File: src/sv/rse_pkg.sv
package rse_pkg;

  localparam int DATA_W = 32;
  localparam int STACK_DEPTH_DEFAULT = 256;

  typedef enum logic [3:0] {
    OP_ADD = 4'd0,
    OP_SUB = 4'd1,
    OP_MUL = 4'd2,
    OP_DIV = 4'd3,
    OP_AND = 4'd4,
    OP_OR  = 4'd5,
    OP_XOR = 4'd6
  } op_code_t;

  typedef struct packed {
    logic               mode;
    logic signed [31:0] number;
    logic [3:0]         op_code;
    logic               is_last;
  } in_t;

  typedef struct packed {
    logic signed [31:0] result_value;
    logic               result_valid;
  } out_t;

endpackage

File: src/sv/rse_divider.sv
module rse_divider (
  input  logic                       clk,
  input  logic                       rst,
  input  logic                       start,
  input  logic [rse_pkg::DATA_W-1:0] dividend,
  input  logic [rse_pkg::DATA_W-1:0] divisor,
  output logic                       done,
  output logic [rse_pkg::DATA_W-1:0] quotient
);

  localparam int W  = rse_pkg::DATA_W;
  localparam int SW = $clog2(W);

  logic          busy;
  logic [SW-1:0] step;
  logic [W-1:0]  rem;
  logic [W-1:0]  quo;
  logic [W-1:0]  dmag;
  logic          neg;
  logic          zero;
  logic [W:0]    rem_shift;
  logic [W:0]    diff;

  assign rem_shift = {rem, quo[W-1]};
  assign diff      = rem_shift - {1'b0, dmag};

  always_ff @(posedge clk) begin
    if (rst) begin
      busy <= 1'b0;
      done <= 1'b0;
      step <= '0;
    end else begin
      done <= 1'b0;
      if (start) begin
        busy <= 1'b1;
        step <= '0;
        rem  <= '0;
        quo  <= dividend[W-1] ? (W'(0) - dividend) : dividend;
        dmag <= divisor[W-1] ? (W'(0) - divisor) : divisor;
        neg  <= dividend[W-1] ^ divisor[W-1];
        zero <= (divisor == '0);
      end else if (busy) begin
        if (!diff[W]) begin
          rem <= diff[W-1:0];
          quo <= {quo[W-2:0], 1'b1};
        end else begin
          rem <= rem_shift[W-1:0];
          quo <= {quo[W-2:0], 1'b0};
        end
        step <= step + SW'(1);
        if (step == SW'(W - 1)) begin
          busy <= 1'b0;
          done <= 1'b1;
        end
      end
    end
  end

  assign quotient = zero ? '0 : (neg ? (W'(0) - quo) : quo);

endmodule

File: config.mk
export PLATFORM = sky130hd
export DESIGN_NAME = rse_divider
export DESIGN_NICKNAME = d
export VERILOG_FILES = /design/src/sv/rse_pkg.sv /design/src/sv/rse_divider.sv
export SDC_FILE = /design/constraint.sdc
export NUM_CORES = 1
export LEC_CHECK = 0
export BUFFER_PORTS_ARGS = -buffer_cell sky130_fd_sc_hd__buf_2
export CAP_MARGIN = 20
export CORE_MARGIN = 10
export CORE_UTILIZATION = 60
export CTS_BUF_LIST = sky130_fd_sc_hd__clkbuf_4
export DETAILED_ROUTE_END_ITERATION = 10
export PLACE_DENSITY = 0.81
export RECOVER_POWER = 100
export SLEW_MARGIN = 20
export SYNTH_ARGS = -nofsm -noshare
export SYNTH_HDL_FRONTEND = slang
export SYNTH_SLANG_ARGS = --single-unit
File: constraint.sdc
create_clock -name clk -period 4.85 [get_ports clk]
set_input_delay 0.485 -clock clk [delete_from_list [all_inputs] [get_ports clk]]
set_output_delay 0.485 -clock clk [all_outputs]
set_load 0.01 [all_outputs]
==> metrics, run 1 <==
Finished Cell Area=8650 um^2; PortBufs=99; RSZ-0062 raised after global routing=no; Sink Count=105; failing checks=max-capacitance violations, max-slew violations; vias in the first global route=6278; Finished Layout Cells=1136; Final HPWL DP=13500 um; drt first pass iters=5; skew final=0.0131 ns; Yosys reg bits=105; EDFF count, synth=98; Die X=135 um; Hold Startpoint=rst; pwr dens=302 nW/um^2; Root Driver=clkbuf_4; Final #Nets=1063; largest net degree at the start of global routing=65; final hold vios=0; dominant synthesized flop cell=edfxtp_1; antenna-violating nets left=0; fmax=217 MHz; detailed-route wire length=18200 um; CP arrival=4.13 ns; synth unique cells=59; clock slew at reported path FFs=0.16 ns; CTS tree=yes; DR iter-0 viols=756; post-synthesis mux area share=3.79%; Tmin final=4.62 ns; gpl congestion=0.896; Syn Area/Cell=9.05 um^2; period utilization=95.2%; Synth Cell Area=7930 um^2; I/O pin total=100; Num CTS Buffers=9; gr usage total=20.1%; Residual DRC=0; die height=135 um; grt ovf=0; max-cap violations=4; Startpoint Class=register; Max Slew Vio Count=203; compound-gate portion of the synthesized area=16.2%; DR WL/cell=16.0 um; Slew HR=-46.3%; reg-to-reg slack, setup=0.47 ns; Worst-Skew Late Latency=0.50 ns; Mapped Nets=981; P_leak=3.43 nW; Hold/Removal Path Class=in2reg; CP Capture Type=output port; antenna violations before repair=1; htree depth=3; outcome=finished with violations; CP startpoint=quo[9]; Setup TNS Final=0 ns; worst hold endpoint=busy; slew of the pin with the lowest slew margin=2.19 ns; via count=6673; postcts setup bufs=0; share of async-settable or async-resettable flops after synthesis=0%; Post-DP Area=8570 um^2; sequential area share after synthesis=38.9%; first-pass GRT wire length=30500 um; Placed Cells=1118; maximum fanout along the worst path=4; Initial Utilization=62.1%; WHS=0.217 ns; post-synthesis simple-gate area fraction=18.7%; Via density=5.87; WS Path Type=reg2out; final setup violation count=0; CP Data Required Time=4.37 ns; adder-cell share of the synthesized area=6.09%; Core Area=12800 um^2; clk buf depth=2; post-CTS sizing=0; yosys warns=0; Rows=41; FF-to-FF Start=quo[31]; RR Endpoint=rem[13]; peak supply drop=171 uV; Die ar.=18200 um^2; commonest non-fill, non-tap cells in the layout=nor2_1 (125), edfxtp_1 (98), nand2_1 (69), xor2_1 (68), a21oi_1 (64); Post-CTS Hold Fix Bufs=0; Worst Hold Depth=2; share of layout cells above drive strength 1=9.66%; synthesis-to-layout area growth=9.16%; R2R depth=12; most common cell after layout, fill and taps aside=nor2_1; largest family of logic cells by synthesized area=simple AND/OR/NAND/NOR gates; XOR/XNOR Fraction of Synth Area=12.7%; Cells after Synth=876
==> area by class of cell <==
type,instances,area [um^2]
fill,1090,4120
inverter,45,169
tap,172,215
clock buffer,10,75.1
multi-input combinational,694,4580
clock inverter,6,57.6
timing repair buffer,103,468
sequential,105,3080
antenna,1,2.50
==> cell families after synthesis <==
group,Yosys count
flops,105
xor+xnor,115
fa+ha+maj,38
compound gates,201
buf+inv,77
simple gates,310
mux,30
==> report_power, final <==
part	internal [W]	switching, W
sequential	0.00111	0.0000633
combinational	0.000411	0.000565
clock	0.000160	0.000300
total	0.00168	0.000929
==> routing by layer <==
layer	vias to the layer above	track usage, %	share of wire (%)
met5	-	0	0
met4	0	6.76	1.9
met3	25	3.71	6.1
met2	211	31.1	45
met1	3096	27.6	47
li1	3341	-	-
==> registers in the layout, indices dropped and copies added, names as in the netlist <==
register	cells
busy	1
done	1
rem	32
quo	32
neg	1
dmag	32
zero	1
step	5
==> synth_stat cells (12+ instances only) <==
cell	instances	area, um^2
ha_1	37	463
a21oi_1	64	320
o21ai_0	42	210
edfxtp_1	98	2940
xor2_1	68	596
nand3_1	15	75.1
inv_1	45	169
mux2i_1	30	300
xnor2_1	47	412
o31ai_1	29	218
nor2_1	126	473
nand2b_1	12	75.1
nand2_1	69	259
clkbuf_1	30	113
or3_1	15	93.8
==> worst max-delay path: stages (launching register included) <==
cell      delay (ns)
edfxtp_1        0.46
or3_4           0.43
or4_4           0.44
or3_4           0.35
or4_1           0.46
or4_4           0.46
or4_4           0.46
o21ai_0         0.20
xor2_1          0.16
nor2_1          0.05
buf_2           0.17
==> how the worst max path moves through the flow <==
stage / end / cells after the start
3_5_place_dp: rem[13] / 12
4_1_cts: quotient[24] / 10
3_3_place_gp: quotient[24] / 10
6_report: quotient[26] / 10
2_1_floorplan: quo[0] / 4
5_1_grt: quotient[26] / 10
==> stage by stage <==
stage / power [W] / setup slack, ns / util, %
global placement: 0.00213 / 0.852 / 67.1
global route: 0.00278 / 0.0699 / 67.7
CTS: 0.00261 / 0.227 / 68.1
detailed placement: 0.00216 / 0.686 / 67.1
floorplan: 0.00191 / 0.593 / -
finish: 0.00261 / 0.233 / 67.7
Note: power is estimated with default switching activity, not from simulation.
==> run 2, diff against run 1 <==
CORE_MARGIN = not set   (was 10)
GPL_ROUTABILITY_DRIVEN = 0   (was not set)
==> run 2 against run 1 <==
The run still ends with max-capacitance violations, max-slew violations left. First-iteration DRC count decreased by 17%. Via count shrank 1.5%. Worst setup slack improved by 0.0088 ns. Clock skew increased by 0.0097 ns. Largest power group unchanged. Sequential power is essentially flat. Clock-buffer cell count is the same. Clock power barely moved. Combinational power fell by 2.8%. Critical endpoint is now quotient[28]. Final cell count barely moved. Highest routed layer unchanged. Wire length shrank 6.5%.
==> metrics, run 2 (synthesis results as in run 1) <==
outcome=finished with violations; failing checks=max-capacitance violations, max-slew violations; multi-input logic area=4550 um^2; share of layout cells above drive strength 1=9.36%; detailed-route wire length=17000 um; CTS tree=yes; maximum fanout along the worst path=4; Final HPWL DP=12500 um; period utilization=95.0%; final setup violation count=0; setup ws final=0.241 ns; Hold Startpoint=rst; Num CTS Buffers=9; final hold vios=0; vias in the first global route=5755; antenna-violating nets left=0; post-CTS sizing=0; Slew HR=-96.6%; Placed Cells=1118; Regs by FF count=dmag (32), quo (32), rem (32); slew of the pin with the lowest slew margin=2.94 ns; Final #Nets=1062; clock slew at reported path FFs=0.16 ns; htree depth=3; most common cell after layout, fill and taps aside=nor2_1; die height=117 um; max-cap violations=2; CP startpoint=quo[9]; Final Power=0.00259 W; FF-to-FF Start=quo[31]; I/O pin total=100; postcts setup bufs=0; largest net degree at the start of global routing=100; Rows=41; Tmin final=4.61 ns; Hold/Removal Path Class=in2reg; Root Driver=clkbuf_4; DR iter-0 viols=629; Die X=117 um; Fillers=1070; DR WL/cell=15.0 um; Startpoint Class=register; Via density=5.79; gr usage total=25.9%; Setup TNS Final=0 ns; FF/Latch Area=3080 um^2; Core Area=12800 um^2; fin util=67.5%; CP Capture Type=output port; commonest non-fill, non-tap cells in the layout=nor2_1 (126), edfxtp_1 (98), nand2_1 (69), xor2_1 (68), a21oi_1 (64); CP arrival=4.12 ns; Sink Count=105; Initial Utilization=62.1%; Max Slew Vio Count=57; pwr dens=300 nW/um^2; Worst-Skew Late Latency=0.49 ns; skew final=0.0229 ns; CP Data Required Time=4.37 ns; WS Path Type=reg2out; via count=6574; slowest stage delay, CP=0.47 ns; PortBufs=99; antenna violations before repair=1; first-pass GRT wire length=27600 um; peak supply drop=187 uV; Top cell by count, worst path=or4_4; DP Worst Slack=0.826 ns; Die ar.=13700 um^2; CP cell instances=or3_4 > or4_4 > or3_4 > or4_1 > or4_4 > or4_4 > o21ai_1 > xor2_1 > nor2_1 > clkbuf_2; fmax=217 MHz; Finished Layout Cells=1135; Post-CTS Hold Fix Bufs=0; grt ovf=0; P_leak=3.41 nW; synthesis-to-layout area growth=8.81%; drt first pass iters=5; Critical-path top delay cell=edfxtp_1; clk buf depth=2; Residual DRC=0; RSZ-0062 raised after global routing=no
[run 2: worst paths after layout]
kind / end / slack (ns) / depth (start not counted)
max: quotient[28] / 0.24 / 10
min: busy / 0.19 / 2
max reg2reg: rem[12] / 0.46 / 12
min reg2reg: step[3] / 0.53 / 2
[run 2: power breakdown]
| group | switching [W] | leakage [nW] | internal [W] |
|---|---|---|---|
| combinational | 0.000544 | 2.34 | 0.000405 |
| sequential | 0.0000652 | 0.988 | 0.00111 |
| clock | 0.000300 | 0.0799 | 0.000161 |
| total | 0.000910 | 3.41 | 0.00168 |
[run 2: cell type report]
| class | count | share of cell area [%] |
|---|---|---|
| multi-input combinational | 694 | 52.8 |
| tap | 172 | 2.50 |
| sequential | 105 | 35.7 |
| clock buffer | 10 | 0.870 |
| timing repair buffer | 102 | 5.41 |
| inverter | 45 | 1.96 |
| clock inverter | 6 | 0.682 |
| antenna | 1 | 0.0290 |
[run 2: metrics by stage]
| step | hold slack, ns | instance area (um^2) |
|---|---|---|
| 2_1_floorplan | 0.467 | 7930 |
| 3_3_place_gp | 0.483 | 8570 |
| 3_5_place_dp | 0.494 | 8570 |
| 4_1_cts | 0.190 | 8710 |
| 5_1_grt | 0.173 | 8620 |
| 6_report | 0.186 | 8620 |
[run 2: critical path, delay by kind of cell, from the launching register on]
family | cells | cell delay [ns]
xor+xnor | 1 | 0.18
compound gates | 1 | 0.17
simple gates | 7 | 2.65
flops | 1 | 0.47
buf+inv | 1 | 0.16
[run 2: per-layer routing]
layer	track usage, %	part of all wire [%]	vias up
met1	38.2	50	3054
li1	-	-	3334
met2	39.6	44	169
met4	8.86	1.7	0
met5	0	0	-
met3	3.30	4.2	17
==> run 3, diff against run 2 <==
CORE_ASPECT_RATIO = 1.5   (was not set)
CORE_UTILIZATION = 55   (was 60)
PLACE_DENSITY = 0.78   (was 0.81)
clock period = 3.71 ns   (was 4.85 ns; I/O delays follow)
==> run 3 against run 2 <==
Non-clock buffer count is 36 higher. Design area grew 4.8%. Worst setup slack got worse by 0.91 ns. Clock-buffer cell count fell by 1. Final cell count up 4.9%. Combinational power up 40%. Critical path type unchanged. The flow finishes with violations (max-capacitance violations, max-slew violations, negative setup slack). Utilization shrank 3.2 points. Sequential power up 30%. Wire length increased by 11%. Critical path depth unchanged.
==> metrics, run 3 (synthesis results as in run 1) <==
WHS=0.109 ns; Post-DP Area=8820 um^2; Regs by FF count=dmag (32), quo (32), rem (32); Rows=53; Residual DRC=0; WS Path Type=reg2out; final setup violation count=11; grt ovf=0; DR iter-0 viols=361; Worst-Skew Late Latency=0.49 ns; Sink Count=105; detailed-route wire length=18900 um; Core Area=14100 um^2; setup ws final=-0.664 ns; share of layout cells above drive strength 1=14.9%; Via density=5.81; R2R depth=13; die height=149 um; failing checks=max-capacitance violations, max-slew violations, negative setup slack; CP arrival=4.00 ns; Startpoint Class=register; period utilization=118%; Final #Nets=1098; DR WL/cell=15.9 um; pwr dens=379 nW/um^2; Die ar.=14900 um^2; final hold vios=0; RSZ-0062 raised after global routing=yes; peak supply drop=199 uV; clock slew at reported path FFs=0.18 ns; fmax=229 MHz; outcome=finished with violations; P_leak=3.64 nW; reg-to-reg slack, setup=0.03 ns; CP Capture Type=output port; drt first pass iters=7; via count=6920; Finished Cell Area=9040 um^2; CTS tree=yes; FF-to-FF Start=quo[31]; Root Driver=clkbuf_4; commonest non-fill, non-tap cells in the layout=nor2_1 (125), edfxtp_1 (98), buf_2 (72), xor2_1 (68), nand2_1 (67); Slew HR=-91.7%; Final HPWL DP=14000 um; htree depth=3; I/O pin total=100; Die X=100 um; Tmin final=4.37 ns; CP startpoint=quo[8]; clk buf depth=2; skew final=0.0281 ns; largest net degree at the start of global routing=65; slew of the pin with the lowest slew margin=2.87 ns; Hold/Removal Path Class=in2reg; synthesis-to-layout area growth=14.1%; gr usage total=26.1%; CP Data Required Time=3.34 ns; DP Worst Slack=-0.167 ns; antenna-violating nets left=0; Hold Startpoint=rst; worst hold endpoint=busy; first-pass GRT wire length=30500 um; most common cell after layout, fill and taps aside=nor2_1; Num CTS Buffers=9; vias in the first global route=6715; Worst Hold Depth=2; max-cap violations=2; Max Slew Vio Count=100; maximum fanout along the worst path=4; Initial Utilization=56.4%; PortBufs=99; antenna violations before repair=1; RR Endpoint=rem[11]
[run 3: changes by cell type in the layout (fill, tap and decap cells not counted), sizes merged]
cell / change
bufinv: -1
inv: +4
clkinv: -2
clkbuf: -9
buf: +44
[run 3: timing repair]
item                                    in CTS  in global routing
hold buffers                                 0                  0
pin swaps                                    4                  5
buffers inserted                             3                  5
gates resized for setup                     11                 13
endpoints found under the setup margin      14                 35
gates cloned                                 0                  0
[run 3: worst max-delay path, cell delays in order, from the launching register on]
cell and delay, ns:
edfxtp_1 0.44, or3_4 0.39, or4_4 0.43, or3_4 0.34, or4_4 0.44, or4_4 0.44, or4_4 0.49, o21ai_2 0.16
xnor2_1 0.14, nor2_1 0.07, buf_2 0.19
[run 3: where the power goes]
part           leakage [nW]  switching (W)  internal (W)
logic                  2.58       0.000755      0.000572
clock network        0.0747       0.000418      0.000152
registers             0.988      0.0000779       0.00145
total                  3.64        0.00125       0.00218
[run 3: worst max path at each step]
stage	endpoint	slack, ns	cells past startpoint
detailed placement	quotient[26]	-0.17	10
CTS	quotient[24]	-0.68	10
global route	quotient[26]	-0.80	10
floorplan	quotient[24]	0.08	9
finish	quotient[30]	-0.66	10
global placement	quotient[24]	-0.12	10
[run 3: final cells by class]
type,instances,area (um^2)
fill,1251,5020
multi-input combinational,694,4660
sequential,105,3080
timing repair buffer,138,759
tap,192,240
inverter,45,169
clock buffer,9,67.6
clock inverter,7,60.1
antenna,1,2.50
[run 3: routing by layer]
metal  part of all wire [%]  global-route usage, %
met1                     39                   29.0
met2                     53                   48.9
met3                    5.0                   4.50
met4                    3.1                   10.4
met5                      0                      0
[run 3: metrics by stage]
step           TNS (ns)  total power (W)  utilization [%]  std cells
2_1_floorplan         0          0.00250                -        876
3_3_place_gp     -0.447          0.00285             62.7       1166
3_5_place_dp     -0.764          0.00288             62.7       1166
4_1_cts           -5.57          0.00346             64.2       1185
5_1_grt           -8.88          0.00364             64.3       1191
6_report          -5.37          0.00343             64.3       1191
